<file path="config.mk">
export PLATFORM = sky130hd
export DESIGN_NAME = reorder_buffer_in_order_release_flat
export DESIGN_NICKNAME = d
export VERILOG_FILES = /design/src/rtl/core/rob_pkg.sv /design/src/rtl/core/rob_in_if.sv /design/src/rtl/core/rob_out_if.sv /design/src/rtl/core/reorder_buffer_in_order_release.sv /design/src/rtl/core/rob_window_check.sv /design/src/flat_wrapper.sv
export VERILOG_INCLUDE_DIRS = /design/src /design/src/rtl/core
export SDC_FILE = /design/constraint.sdc
export NUM_CORES = 1
export LEC_CHECK = 0
export BUFFER_PORTS_ARGS = -buffer_cell sky130_fd_sc_hd__buf_2
export CAP_MARGIN = 0
export CORE_MARGIN = 5
export CORE_UTILIZATION = 65
export CTS_BUF_LIST = sky130_fd_sc_hd__clkbuf_2 sky130_fd_sc_hd__clkbuf_4 sky130_fd_sc_hd__clkbuf_8
export DETAILED_ROUTE_END_ITERATION = 7
export PLACE_DENSITY = 0.87
export SYNTH_ARGS = -nofsm -noshare
export SYNTH_HDL_FRONTEND = slang
export SYNTH_SLANG_ARGS = --single-unit
</file>
<file path="constraint.sdc">
create_clock -name clk -period 8.6 [get_ports clk]
set_input_delay 1.72 -clock clk [delete_from_list [all_inputs] [get_ports clk]]
set_output_delay 1.72 -clock clk [all_outputs]
set_load 0.005 [all_outputs]
</file>
<file path="src/rtl/core/reorder_buffer_in_order_release_assert.svh">
// Assertion macros shared by the reorder buffer RTL.
`ifndef REORDER_BUFFER_IN_ORDER_RELEASE_ASSERT_SVH
`define REORDER_BUFFER_IN_ORDER_RELEASE_ASSERT_SVH

// Check that a condition implies a consequence in the same cycle.
`define ROB_ASSERT_SAME(label, clk, rst_n, ante, cons, msg) \
	label: assert property (@(posedge clk) disable iff (!rst_n) (ante) |-> (cons)) \
		else $error(msg);

// Check that a condition implies a consequence in the next cycle.
`define ROB_ASSERT_NEXT(label, clk, rst_n, ante, cons, msg) \
	label: assert property (@(posedge clk) disable iff (!rst_n) (ante) |=> (cons)) \
		else $error(msg);

`endif

</file>
<file path="src/rtl/core/rob_pkg.sv">
// Package with types, codes and defaults of the in-order release reorder buffer.
package rob_pkg;

	localparam int ID_W         = 16;
	localparam int MSG_HANDLE_W = 16;
	localparam int CFG_W        = 16;
	localparam int CFG_IDX_W    = 2;

	localparam int SLOT_COUNT_DEF   = 32;
	localparam int HANDLE_WIDTH_DEF = 16;

	// Register reset values
	localparam logic [CFG_W-1:0] START_ID_RST     = 16'd0;
	localparam logic [CFG_W-1:0] MAX_DISTANCE_RST = 16'd16;
	localparam logic [CFG_W-1:0] DISC_LIMIT_RST   = 16'd100;
	localparam logic [CFG_W-1:0] MAX_SEQ_ID_RST   = 16'hFFFF;

	typedef enum logic [CFG_IDX_W-1:0] {
		CFG_START_ID,
		CFG_MAX_DISTANCE,
		CFG_DISCARD_LIMIT,
		CFG_MAX_SEQ_ID
	} rob_cfg_idx_t;

	typedef enum logic [1:0] {
		STAT_ACCEPTED,
		STAT_DUPLICATE,
		STAT_DROPPED,
		STAT_LIMIT
	} rob_status_t;

	typedef enum logic [1:0] {
		S_IDLE,
		S_DECIDE,
		S_READ,
		S_EMIT
	} rob_state_t;

	typedef struct packed {
		logic [CFG_W-1:0] init_id;
		logic [CFG_W-1:0] max_distance;
		logic [CFG_W-1:0] discard_limit;
		logic [CFG_W-1:0] max_sequence_id;
	} rob_cfg_t;

endpackage

</file>
<file path="src/rtl/core/rob_in_if.sv">
// Arrival channel: sequence id and handle of one incoming message.
interface rob_in_if;
	logic                            valid;
	logic                            ready;
	logic [rob_pkg::ID_W-1:0]        message_id;
	logic [rob_pkg::MSG_HANDLE_W-1:0] message_handle;

	modport source(output valid, output message_id, output message_handle, input ready);
	modport sink(input valid, input message_id, input message_handle, output ready);
endinterface

</file>
<file path="src/rtl/core/rob_out_if.sv">
// Result channel: released messages and per-arrival status.
interface rob_out_if;
	logic                             valid;
	logic                             ready;
	logic                             has_message;
	logic [rob_pkg::MSG_HANDLE_W-1:0] out_handle;
	logic [rob_pkg::ID_W-1:0]         out_id;
	logic [1:0]                       status;
	logic                             last;

	modport source(output valid, output has_message, output out_handle, output out_id,
		output status, output last, input ready);
	modport sink(input valid, input has_message, input out_handle, input out_id,
		input status, input last, output ready);
endinterface

</file>
<file path="src/rtl/core/reorder_buffer_in_order_release.sv">
// Top level of the in-order release reorder buffer with its slot handle memory.
//
//  channel  | dir | handshake        | payload
//  ---------+-----+------------------+-------------------------------------------
//  arrival  | in  | valid / ready    | message_id, message_handle
//  result   | out | valid / ready    | has_message, out_handle, out_id, status, last
//  cfg      | in  | cfg_we           | cfg_index, cfg_data
//
// An arrival that yields one result passes through accept, then decide.
// An in-order arrival releases its run one message at a time: each handle is read
// from the handle memory into a read register ahead of the output register.
// Reset clears the slot valid bits at once; the handle memory needs no clearing.
// A stalled result holds the block in place; new arrivals wait until it is idle.
`include "reorder_buffer_in_order_release_assert.svh"

module reorder_buffer_in_order_release #(
	parameter int SLOT_COUNT   = rob_pkg::SLOT_COUNT_DEF,
	parameter int HANDLE_WIDTH = rob_pkg::HANDLE_WIDTH_DEF
) (
	input  logic                           clk,
	input  logic                           arst_n,
	rob_in_if.sink                         arrival,
	rob_out_if.source                      result,
	input  logic                           cfg_we,
	input  logic [rob_pkg::CFG_IDX_W-1:0]  cfg_index,
	input  logic [rob_pkg::CFG_W-1:0]      cfg_data
);

	localparam int IDX_W = $clog2(SLOT_COUNT);
	localparam logic [IDX_W-1:0] IDX_LAST = IDX_W'(SLOT_COUNT - 1);

	rob_pkg::rob_state_t state_q, state_d;
	rob_pkg::rob_cfg_t   cfg_q;

	logic [rob_pkg::ID_W-1:0]  expected_id_q;
	logic [rob_pkg::CFG_W-1:0] discard_count_q;
	logic [SLOT_COUNT-1:0]     slot_valid_q;
	logic [IDX_W-1:0]          walk_idx_q;
	logic [IDX_W-1:0]          count_q;

	logic [rob_pkg::ID_W-1:0]  id_s1;
	logic [HANDLE_WIDTH-1:0]   handle_s1;

	logic [HANDLE_WIDTH-1:0]   slot_mem [SLOT_COUNT];
	logic [HANDLE_WIDTH-1:0]   mem_rdata_q;

	logic                      out_valid_q;
	logic                      out_has_q;
	logic [rob_pkg::MSG_HANDLE_W-1:0] out_handle_q;
	logic [rob_pkg::ID_W-1:0]  out_id_q;
	rob_pkg::rob_status_t      out_status_q;
	logic                      out_last_q;

	logic                      take;
	logic                      drop;
	logic                      is_expected;
	logic                      out_free;
	logic                      single_fire;
	logic                      emit_fire;
	logic                      mem_we;
	logic                      mem_re;
	logic [IDX_W-1:0]          in_idx;
	logic [IDX_W-1:0]          walk_next;
	logic [rob_pkg::CFG_W-1:0] disc_next;
	logic                      limit_hit;
	logic                      emit_last;
	rob_pkg::rob_status_t      single_status;

	rob_window_check u_window (
		.cfg         (cfg_q),
		.expected_id (expected_id_q),
		.message_id  (id_s1),
		.drop        (drop)
	);

	// Slot index, walk step, discard counter update, limit and release checks
	always_comb begin
		in_idx      = id_s1[IDX_W-1:0] & IDX_LAST;
		walk_next   = (walk_idx_q == IDX_LAST) ? '0 : walk_idx_q + 1'b1;
		disc_next   = (discard_count_q == '1) ? discard_count_q : discard_count_q + 1'b1;
		limit_hit   = disc_next >= cfg_q.discard_limit;
		is_expected = !drop && (id_s1 == expected_id_q);
		emit_last   = !slot_valid_q[walk_next] || (count_q == IDX_LAST);
		out_free    = !out_valid_q || result.ready;
	end

	// Next state
	always_comb begin
		state_d = state_q;
		unique case (state_q)
			rob_pkg::S_IDLE:   if (arrival.valid) state_d = rob_pkg::S_DECIDE;
			rob_pkg::S_DECIDE: begin
				if (is_expected) state_d = rob_pkg::S_READ;
				else if (out_free) state_d = rob_pkg::S_IDLE;
			end
			rob_pkg::S_READ:   state_d = rob_pkg::S_EMIT;
			rob_pkg::S_EMIT: begin
				if (out_free) state_d = emit_last ? rob_pkg::S_IDLE : rob_pkg::S_READ;
			end
			default:           state_d = rob_pkg::S_IDLE;
		endcase
	end

	// Control outputs of the sequencer
	always_comb begin
		take        = (state_q == rob_pkg::S_IDLE);
		single_fire = (state_q == rob_pkg::S_DECIDE) && !is_expected && out_free;
		mem_we      = (state_q == rob_pkg::S_DECIDE) &&
			(is_expected || (single_fire && !drop && !slot_valid_q[in_idx]));
		mem_re      = (state_q == rob_pkg::S_READ);
		emit_fire   = (state_q == rob_pkg::S_EMIT) && out_free;
		if (drop) single_status = limit_hit ? rob_pkg::STAT_LIMIT : rob_pkg::STAT_DROPPED;
		else if (slot_valid_q[in_idx]) single_status = rob_pkg::STAT_DUPLICATE;
		else single_status = rob_pkg::STAT_ACCEPTED;
	end

	assign arrival.ready      = take;
	assign result.valid       = out_valid_q;
	assign result.has_message = out_has_q;
	assign result.out_handle  = out_handle_q;
	assign result.out_id      = out_id_q;
	assign result.status      = out_status_q;
	assign result.last        = out_last_q;

	// Control state, registers and slot bookkeeping
	always_ff @(posedge clk or negedge arst_n) begin
		if (!arst_n) begin
			state_q         <= rob_pkg::S_IDLE;
			cfg_q.init_id         <= rob_pkg::START_ID_RST;
			cfg_q.max_distance    <= rob_pkg::MAX_DISTANCE_RST;
			cfg_q.discard_limit   <= rob_pkg::DISC_LIMIT_RST;
			cfg_q.max_sequence_id <= rob_pkg::MAX_SEQ_ID_RST;
			expected_id_q   <= rob_pkg::START_ID_RST;
			discard_count_q <= '0;
			slot_valid_q    <= '0;
			walk_idx_q      <= '0;
			count_q         <= '0;
			out_valid_q     <= 1'b0;
		end else begin
			state_q <= state_d;
			if (cfg_we) begin
				unique case (rob_pkg::rob_cfg_idx_t'(cfg_index))
					rob_pkg::CFG_START_ID: begin
						cfg_q.init_id <= cfg_data;
						expected_id_q <= cfg_data;
					end
					rob_pkg::CFG_MAX_DISTANCE:  cfg_q.max_distance    <= cfg_data;
					rob_pkg::CFG_DISCARD_LIMIT: cfg_q.discard_limit   <= cfg_data;
					rob_pkg::CFG_MAX_SEQ_ID:    cfg_q.max_sequence_id <= cfg_data;
					default: ;
				endcase
			end
			if (single_fire && drop) discard_count_q <= disc_next;
			if (mem_we) slot_valid_q[in_idx] <= 1'b1;
			if ((state_q == rob_pkg::S_DECIDE) && is_expected) begin
				walk_idx_q <= in_idx;
				count_q    <= '0;
			end
			// Advance the release walk
			if (emit_fire) begin
				slot_valid_q[walk_idx_q] <= 1'b0;
				walk_idx_q    <= walk_next;
				count_q       <= count_q + 1'b1;
				expected_id_q <= expected_id_q + 1'b1;
			end
			if (single_fire || emit_fire) out_valid_q <= 1'b1;
			else if (result.ready) out_valid_q <= 1'b0;
		end
	end

	// Capture the accepted request
	always_ff @(posedge clk) begin
		if (take && arrival.valid) begin
			id_s1     <= arrival.message_id;
			handle_s1 <= HANDLE_WIDTH'(arrival.message_handle);
		end
	end

	// Slot handle memory, registered read
	always_ff @(posedge clk) begin
		if (mem_we) slot_mem[in_idx] <= handle_s1;
		if (mem_re) mem_rdata_q <= slot_mem[walk_idx_q];
	end

	// Load the output register
	always_ff @(posedge clk) begin
		if (single_fire) begin
			out_has_q    <= 1'b0;
			out_handle_q <= '0;
			out_id_q     <= '0;
			out_status_q <= single_status;
			out_last_q   <= 1'b1;
		end else if (emit_fire) begin
			out_has_q    <= 1'b1;
			out_handle_q <= rob_pkg::MSG_HANDLE_W'(mem_rdata_q);
			out_id_q     <= expected_id_q;
			out_status_q <= rob_pkg::STAT_ACCEPTED;
			out_last_q   <= emit_last;
		end
	end

	// The walk only reads slots that hold a message
	`ROB_ASSERT_SAME(a_walk_slot_valid, clk, arst_n, state_q == rob_pkg::S_READ, slot_valid_q[walk_idx_q], "release walk read an empty slot")
	// Each released message moves the expected id on by one
	`ROB_ASSERT_NEXT(a_expected_step, clk, arst_n, emit_fire, expected_id_q == rob_pkg::ID_W'($past(expected_id_q) + 1'b1), "expected id did not advance on release")
	// A result without a message is the only result of its arrival
	`ROB_ASSERT_SAME(a_single_last, clk, arst_n, result.valid && !result.has_message, result.last, "single result not marked last")

endmodule

</file>
<file path="src/rtl/core/rob_window_check.sv">
// Receive window test: distance to the expected id and wrap guard near the top id.
module rob_window_check (
	input  rob_pkg::rob_cfg_t        cfg,
	input  logic [rob_pkg::ID_W-1:0] expected_id,
	input  logic [rob_pkg::ID_W-1:0] message_id,
	output logic                     drop
);

	logic signed [rob_pkg::ID_W:0]   id_delta;
	logic        [rob_pkg::ID_W:0]   delta_abs;
	logic        [rob_pkg::ID_W-1:0] half;
	logic signed [rob_pkg::ID_W+1:0] wrap_floor;
	logic                            too_far;
	logic                            near_top;

	// Absolute signed distance against the window size
	always_comb begin
		id_delta  = $signed({1'b0, message_id}) - $signed({1'b0, expected_id});
		delta_abs = id_delta[rob_pkg::ID_W] ? (rob_pkg::ID_W+1)'(-id_delta)
			: (rob_pkg::ID_W+1)'(id_delta);
		too_far   = delta_abs > {1'b0, cfg.max_distance};
	end

	// Expected id close to the top while the new id already wrapped low
	always_comb begin
		half       = cfg.max_distance >> 1;
		wrap_floor = $signed({2'b00, cfg.max_sequence_id}) - $signed({2'b00, half});
		near_top   = $signed({2'b00, expected_id}) > wrap_floor;
		drop       = too_far || (near_top && (message_id < half));
	end

endmodule
</file>
<file path="src/flat_wrapper.sv">
// flat-port wrapper written by rule: the top's interface ports become plain ports
module reorder_buffer_in_order_release_flat 
#(
	parameter int SLOT_COUNT   = rob_pkg::SLOT_COUNT_DEF,
	parameter int HANDLE_WIDTH = rob_pkg::HANDLE_WIDTH_DEF
)
  (clk, arst_n, cfg_we, cfg_index, cfg_data, arrival_valid, arrival_message_id, arrival_message_handle, arrival_ready, result_valid, result_has_message, result_out_handle, result_out_id, result_status, result_last, result_ready);
  rob_in_if arrival_i ();
  rob_out_if result_i ();
  input  logic clk;
  input  logic arst_n;
  input  logic cfg_we;
  input  logic [rob_pkg::CFG_IDX_W-1:0] cfg_index;
  input  logic [rob_pkg::CFG_W-1:0] cfg_data;
  input wire logic [$bits(arrival_i.valid)-1:0] arrival_valid;
  input wire logic [$bits(arrival_i.message_id)-1:0] arrival_message_id;
  input wire logic [$bits(arrival_i.message_handle)-1:0] arrival_message_handle;
  output wire logic [$bits(arrival_i.ready)-1:0] arrival_ready;
  output wire logic [$bits(result_i.valid)-1:0] result_valid;
  output wire logic [$bits(result_i.has_message)-1:0] result_has_message;
  output wire logic [$bits(result_i.out_handle)-1:0] result_out_handle;
  output wire logic [$bits(result_i.out_id)-1:0] result_out_id;
  output wire logic [$bits(result_i.status)-1:0] result_status;
  output wire logic [$bits(result_i.last)-1:0] result_last;
  input wire logic [$bits(result_i.ready)-1:0] result_ready;
  assign arrival_i.valid = arrival_valid;
  assign arrival_i.message_id = arrival_message_id;
  assign arrival_i.message_handle = arrival_message_handle;
  assign arrival_ready = arrival_i.ready;
  assign result_valid = result_i.valid;
  assign result_has_message = result_i.has_message;
  assign result_out_handle = result_i.out_handle;
  assign result_out_id = result_i.out_id;
  assign result_status = result_i.status;
  assign result_last = result_i.last;
  assign result_i.ready = result_ready;
  reorder_buffer_in_order_release #(.SLOT_COUNT(SLOT_COUNT), .HANDLE_WIDTH(HANDLE_WIDTH)) u_core (.clk(clk), .arst_n(arst_n), .arrival(arrival_i), .result(result_i), .cfg_we(cfg_we), .cfg_index(cfg_index), .cfg_data(cfg_data));
endmodule
</file>
==> results of run 1 <==
-- placed cells by master, fill, tap and decap left out, types with 29 or more instances in the layout --
cell type  synthesis  routed
mux2_2            65      65
clkbuf_8           0     115
ha_1             103     103
o21ai_0           69      69
mux4_2           172     172
nand2_1          138     138
inv_1             94      94
a21oi_1           91      91
clkinv_1           1      34
dfxtp_1           34      34
buf_4              0      38
xor2_1            34      34
edfxtp_1         562     562
xnor2_1           29      29
nor2_1            96      83
buf_2              6      91
dfrtp_1          105     101
-- kinds of logic after synthesis --
group / Yosys count / share of synthesized area
flops: 721 / 0.646
mux: 245 / 0.147
compound gates: 299 / 0.0603
fa+ha+maj: 105 / 0.0415
buf+inv: 181 / 0.0223
xor+xnor: 63 / 0.0172
simple gates: 420 / 0.0655
-- metal layers --
metal  global-route usage  up-vias  share of wire
met2                0.514     1377           0.49
li1                     -     8287              -
met4                0.133        0          0.049
met5                    0        -              0
met1                0.422     9903           0.36
met3               0.0685      229           0.10
-- stage by stage --
step           utilization  hold WS (ns)  cells  setup WS [ns]  area [sq um]
4_1_cts              0.732         0.452   2950           1.28         35800
6_report             0.732         0.453   2951           1.23         35800
3_5_place_dp         0.684         0.443   2742           1.39         33400
5_1_grt              0.732         0.477   2950          0.978         35800
3_3_place_gp         0.684         0.443   2742           1.49         33400
2_1_floorplan            -         0.452   2034           2.07         32000
-- worst max-delay path by stage --
| stage | from | end | slack [ns] | depth (start not counted) |
|---|---|---|---|---|
| 2_1_floorplan | u_core.id_s1[0]$_DFFE_PP_ | u_core.slot_mem[14][0]$_DFFE_PP_ | 2.07 | 22 |
| 3_3_place_gp | u_core.id_s1[1]$_DFFE_PP_ | u_core.slot_mem[29][10]$_DFFE_PP_ | 1.49 | 18 |
| 3_5_place_dp | u_core.id_s1[1]$_DFFE_PP_ | u_core.slot_mem[29][13]$_DFFE_PP_ | 1.39 | 18 |
| 4_1_cts | u_core.id_s1[1]$_DFFE_PP_ | u_core.slot_mem[26][9]$_DFFE_PP_ | 1.28 | 19 |
| 5_1_grt | u_core.id_s1[1]$_DFFE_PP_ | u_core.slot_mem[29][9]$_DFFE_PP_ | 0.98 | 18 |
| 6_report | u_core.id_s1[1]$_DFFE_PP_ | u_core.slot_mem[29][7]$_DFFE_PP_ | 1.23 | 18 |
-- layout make-up --
| class | instances | area (sq um) |
|---|---|---|
| Inverter | 95 | 357 |
| Sequential cell | 721 | 20700 |
| Tap cell | 664 | 831 |
| Timing Repair Buffer | 130 | 761 |
| Multi-Input combinational cell | 1132 | 10800 |
| Clock buffer | 142 | 1790 |
| Antenna cell | 1 | 2.50 |
| Clock inverter | 66 | 571 |
| Fill cell | 2828 | 13100 |
-- sequential cells by signal, summed over array words and instances (netlist names) --
register / count
u_core.cfg_q: 48
u_core.count_q: 5
u_core.discard_count_q: 16
u_core.expected_id_q: 16
u_core.handle_s1: 16
u_core.id_s1: 16
u_core.mem_rdata_q: 16
u_core.result.has_message: 1
u_core.result.last: 1
u_core.result.out_handle: 16
u_core.result.out_id: 16
u_core.result.status: 2
u_core.result.valid: 1
u_core.slot_mem: 512
u_core.slot_valid_q: 32
u_core.state_q: 2
u_core.walk_idx_q: 5
-- power breakdown --
group / switching [mW] / internal, mW
registers: 0.227 / 4.04
logic: 1.11 / 0.669
clock network: 1.40 / 1.62
-- critical path, delay by kind of cell, from the launching register on --
| kind | cells | cell delay, ns |
|---|---|---|
| compound gates | 9 | 2.65 |
| xor+xnor | 1 | 0.20 |
| buf+inv | 1 | 0.25 |
| flops | 1 | 0.85 |
| fa+ha+maj | 2 | 0.82 |
| simple gates | 5 | 2.19 |
==> run summary, run 1 <==
status -> finished, final reports clean
gate count of the mapped netlist -> 2,034
starting density of the core -> 0.656
total chip power -> 9.07 mW
post-synthesis cell type count -> 87
standard-cell rows -> 81
count of unresolved DRC violations after routing -> 0
Max H-tree Level -> 3
EDFF count, synth -> 562
Min-Delay Endpoint -> u_core.result.out_id[3]$_SDFFE_PN0P_
kind of critical path -> flop to flop
prevailing post-synth register cell -> edfxtp_1
count of nets left with antenna violations after detail routing -> 0
clock slew seen by the registers of the worst setup and hold paths -> 0.07 ns
period utilisation layout -> 0.857
cell type of the slowest stage on the worst timing path -> nor2_2
die area -> 53,800 sq um
number of cells on the worst reg-to-reg path -> 18
max-slew violation count -> 0
clock skew after layout -> 0.0756 ns
wire length per cell -> 28.7 um
leftover overflow at the end of global routing -> 0
via count of the first global-routing pass -> 19.8k
critical path cell sequence -> inv_1 -> fa_1 -> nor2b_4 -> o31a_1 -> o22a_1 -> o211ai_1 -> a21o_1 -> or3_1 -> o31ai_1 -> xor2_1 -> ha_1 -> a2111oi_0 -> nand2_1 -> o31a_1 -> a41o_1 -> a41oi_2 -> nand3_1 -> nor2_2
Skew-Pair Late Insertion Delay -> 0.76 ns
Initial DRT Pass Iterations -> 6
overall track demand over capacity in global routing -> 0.316
startpoint class of the critical path -> flop
final hold violation count -> 0
Max rail drop VDD -> 0.209 mV
most frequent cells after synthesis -> edfxtp_1, mux4_2, nand2_1, dfrtp_1, ha_1
detail-routed via count per cell -> 6.71
actual slew at the worst max-slew pin -> 1.48 ns
die extent in x -> 232 um
Critical Path Fanout Max -> 16
Min-Delay Path Class -> flop to flop
Total Routed Length -> 84,700 um
global-route wire length before repair -> 125,000 um
cell with the most instances on the worst path -> o31a_1
chip height -> 232 um
area grow syn2layout -> 11.7%
top cells by area in the synthesized netlist -> edfxtp_1, mux4_2, dfrtp_1
post-cts hold buffer count -> 0
delay contributed by the slowest stage of the critical path -> 0.93 ns
number of instances on the worst hold path -> 2
Required @ worst endpoint -> 8.95 ns
TritonCTS Buffers -> 111
sequential cell area fraction in the yosys report -> 0.646
kind of capture point of the worst setup path -> flop
Clock Sink Count -> 721
share of the synthesized area in the top cell type -> 0.527
Detailed Place HPWL -> 54,700 um
root buf cell -> clkbuf_8
max_cap viols -> 0
initial antenna violation count -> 3
Setup TNS Final -> 0 ns
Critical Path AT -> 7.72 ns
clock buffer depth -> 3
most frequent cell after synthesis -> edfxtp_1
Reg2Reg Capture Point -> u_core.slot_mem[29][7]$_DFFE_PP_
RSZ-0062 raised after global routing -> no
number of synthesized register bits -> 721
Post-synth ARST share -> 0.173
static leakage power -> 12.7 nW
net count of the mapped netlist -> 2,194
Period minus WS final -> 7.37 ns
worst-case register-to-register setup slack -> 1.23 ns
area of the core -> 48,800 sq um
Fmax -> 136 MHz
maximum number of pins on one net before global-route repair -> 131
via count -> 19.8k
gp weighted congestion -> 0.933
number of warnings reported in the yosys synthesis log -> 0
startpoint of the worst hold path -> u_core.result.out_id[3]$_SDFFE_PN0P_
R2R Path Start -> u_core.id_s1[1]$_DFFE_PP_
max_slew headroom -> 0.0131
Final Net Count -> 2,351
number of I/O pins -> 93
total of cells resized after clock tree synthesis -> 0
setup-violating endpoint count in the final report -> 0
CTS tree -> done
number of port buffers -> 92
Power Dens Cells -> 253 nW/um^2
mean post-synth cell area -> 15.8 sq um
cell type contributing the most total cell area after synthesis -> edfxtp_1
summed instance area of the synthesized netlist -> 32,000 sq um
starting DRC count in detailed routing -> 2,503
post-CTS setup repair buffer count -> 0
layout cell share with drive strength beyond 1 -> 0.278
(Power assumes the default switching activity.)
==> run 2, diff against run 1 <==
--- a/config.mk
+++ b/config.mk
@@ -12,6 +12,7 @@
 export CORE_UTILIZATION = 65
 export CTS_BUF_LIST = sky130_fd_sc_hd__clkbuf_2 sky130_fd_sc_hd__clkbuf_4 sky130_fd_sc_hd__clkbuf_8
 export DETAILED_ROUTE_END_ITERATION = 7
+export MAX_ROUTING_LAYER = met4
 export PLACE_DENSITY = 0.87
 export SYNTH_ARGS = -nofsm -noshare
 export SYNTH_HDL_FRONTEND = slang
==> run summary, run 2 (synthesis results as in run 1) <==
status -> finished, final reports clean
R2R Path Start -> u_core.id_s1[1]$_DFFE_PP_
Critical Path AT -> 7.44 ns (-0.28 ns)
max-slew violation count -> 0 (unchanged)
Met3 Routed Length -> 7670 um (-9.6%)
max_slew headroom -> 0.0903 (+0.0772)
TritonCTS Buffers -> 108 (-2.7%)
die area -> 53,800 sq um (unchanged)
critical path cell sequence -> inv_1 -> fa_1 -> nor2b_4 -> o31a_1 -> o22a_1 -> o211ai_1 -> a21o_1 -> or3_1 -> o31ai_1 -> xor2_1 -> ha_1 -> a2111oi_0 -> nand2_1 -> o31a_1 -> a41o_1 -> a41oi_2 -> nand3_2 -> nor2_2
setup-violating endpoint count in the final report -> 0 (unchanged)
Period minus WS final -> 7.10 ns (-0.271 ns)
via count of the first global-routing pass -> 19.6k (-1.2%)
initial antenna violation count -> 3 (unchanged)
uppermost metal layer occupied by signal nets -> met4
Skew-Pair Late Insertion Delay -> 0.75 ns (about the same)
total chip power -> 8.90 mW (-1.8%)
final hold violation count -> 0 (unchanged)
leading cell type in the layout, fill and taps excluded -> edfxtp_1
Detailed Place HPWL -> 54,800 um (about the same)
Initial DRT Pass Iterations -> 7 (+1)
number of port buffers -> 92 (unchanged)
Required @ worst endpoint -> 8.95 ns (about the same)
Min-Delay Endpoint -> u_core.result.out_handle[1]$_SDFFE_PN0P_
number of cells on the worst reg-to-reg path -> 18 (unchanged)
Final Net Count -> 2,353 (+0.085%)
via count -> 19.7k (-0.25%)
Min-Delay Path Class -> flop to flop
actual slew at the worst max-slew pin -> 1.36 ns (-0.116 ns)
Clock Sink Count -> 721 (unchanged)
standard-cell rows -> 81 (unchanged)
starting density of the core -> 0.656 (unchanged)
Max H-tree Level -> 3 (unchanged)
detail-routed via count per cell -> 6.69 (-0.25%)
wire length on met1 -> 30,900 um (+1.2%)
cell type of the slowest stage on the worst timing path -> nor2_2
worst-case register-to-register setup slack -> 1.50 ns (+0.27 ns)
Reg2Reg Capture Point -> u_core.slot_mem[6][11]$_DFFE_PP_
CTS tree -> done
Power Dens Cells -> 249 nW/um^2 (-1.6%)
startpoint of the worst hold path -> u_core.result.out_handle[1]$_SDFFE_PN0P_
count of nets left with antenna violations after detail routing -> 0 (unchanged)
Max rail drop VDD -> 0.192 mV (-7.9%)
Total Routed Length -> 83,900 um (-1.0%)
number of instances on the worst hold path -> 2 (unchanged)
maximum number of pins on one net before global-route repair -> 82 (-37%)
clock slew seen by the registers of the worst setup and hold paths -> 0.06 ns (about the same)
layout cell share with drive strength beyond 1 -> 0.283 (+0.00462)
starting DRC count in detailed routing -> 2,574 (+2.8%)
Fmax -> 141 MHz (+3.8%)
die extent in x -> 232 um (unchanged)
registers with the most flip-flops -> u_core.slot_mem: 512 flops, u_core.cfg_q: 48 flops, u_core.slot_valid_q: 32 flops
global-route wire length before repair -> 124,000 um (-0.75%)
routed length on met2 -> 41,200 um (-0.99%)
cell with the most instances on the worst path -> o31a_1
RSZ-0062 raised after global routing -> no
kind of critical path -> flop to flop
gp weighted congestion -> 0.930 (-0.29%)
root buf cell -> clkbuf_8
top library cells by usage in the layout, fill and taps aside -> edfxtp_1, mux4_2, nand2_1
overall track demand over capacity in global routing -> 0.323 (+0.00708)
flip-flop count of the largest register after layout -> 512 (unchanged)
total of cells resized after clock tree synthesis -> 0 (unchanged)
clock buffer depth -> 3 (unchanged)
area grow syn2layout -> 11.3%
delay contributed by the slowest stage of the critical path -> 0.96 ns (+0.03 ns)
Top reg by flops -> u_core.slot_mem
leftover overflow at the end of global routing -> 0 (unchanged)
Setup TNS Final -> 0 ns (unchanged)
wire length per cell -> 28.4 um (-1.0%)
startpoint class of the critical path -> flop
post-CTS setup repair buffer count -> 0 (unchanged)
max_cap viols -> 0 (unchanged)
count of unresolved DRC violations after routing -> 0 (unchanged)
chip height -> 232 um (unchanged)
static leakage power -> 12.7 nW (-0.27%)
post-cts hold buffer count -> 0 (unchanged)
number of I/O pins -> 93 (unchanged)
kind of capture point of the worst setup path -> flop
period utilisation layout -> 0.825 (-0.0315)
Critical Path Fanout Max -> 16 (unchanged)
clock skew after layout -> 0.0526 ns (-0.0230 ns)
area of the core -> 48,800 sq um (unchanged)
-- run 2: metrics by stage --
stage	cell area (sq um)	instances	util	worst slack, ns	hold slack (ns)
5_1_grt	35700	2950	0.730	1.16	0.472
2_1_floorplan	32000	2034	-	2.07	0.452
3_5_place_dp	33400	2747	0.685	1.58	0.446
6_report	35700	2951	0.730	1.50	0.454
3_3_place_gp	33400	2747	0.685	1.67	0.444
4_1_cts	35700	2948	0.730	1.55	0.455
-- run 2: area by class of cell --
cell class | instances | area [sq um]
Clock inverter | 39 | 293
Fill cell | 2833 | 13200
Multi-Input combinational cell | 1132 | 10700
Tap cell | 664 | 831
Antenna cell | 3 | 7.51
Clock buffer | 162 | 1940
Inverter | 95 | 357
Timing Repair Buffer | 135 | 786
Sequential cell | 721 | 20700
-- run 2: how the worst max path moves through the flow --
stage / slack [ns] / cells after the start / startpoint / to
floorplan: 2.07 / 22 / u_core.id_s1[0]$_DFFE_PP_ / u_core.slot_mem[14][0]$_DFFE_PP_
global placement: 1.67 / 18 / u_core.id_s1[1]$_DFFE_PP_ / u_core.slot_mem[6][8]$_DFFE_PP_
detailed placement: 1.58 / 18 / u_core.id_s1[1]$_DFFE_PP_ / u_core.slot_mem[6][8]$_DFFE_PP_
CTS: 1.55 / 18 / u_core.id_s1[1]$_DFFE_PP_ / u_core.slot_mem[7][7]$_DFFE_PP_
global route: 1.16 / 19 / u_core.id_s1[1]$_DFFE_PP_ / u_core.slot_mem[6][11]$_DFFE_PP_
finish: 1.50 / 18 / u_core.id_s1[1]$_DFFE_PP_ / u_core.slot_mem[6][11]$_DFFE_PP_
-- run 2: routing by layer --
metal / vias to the layer above / track usage
li1: 8275 / -
met1: 9874 / 0.424
met2: 1354 / 0.514
met3: 243 / 0.0587
met4: 0 / 0.125
met5: - / -
-- run 2: power breakdown --
part | total, mW | internal [mW] | switching, mW | leakage [nW]
clock network | 2.85 | 1.51 | 1.34 | 1.18
logic | 1.80 | 0.671 | 1.13 | 4.69
registers | 4.25 | 4.04 | 0.211 | 6.84
total | 8.90 | 6.23 | 2.67 | 12.7
-- run 2: worst max-delay path, delay by kind of cell (launching register included) --
kind	cells	cell delay, ns
AOI/OAI and AO/OA	9	2.56
and+or+nand+nor	5	2.10
DFF	1	0.80
adders and majority gates	2	0.80
buffers and inverters	1	0.24
xor gates and xnor gates	1	0.20
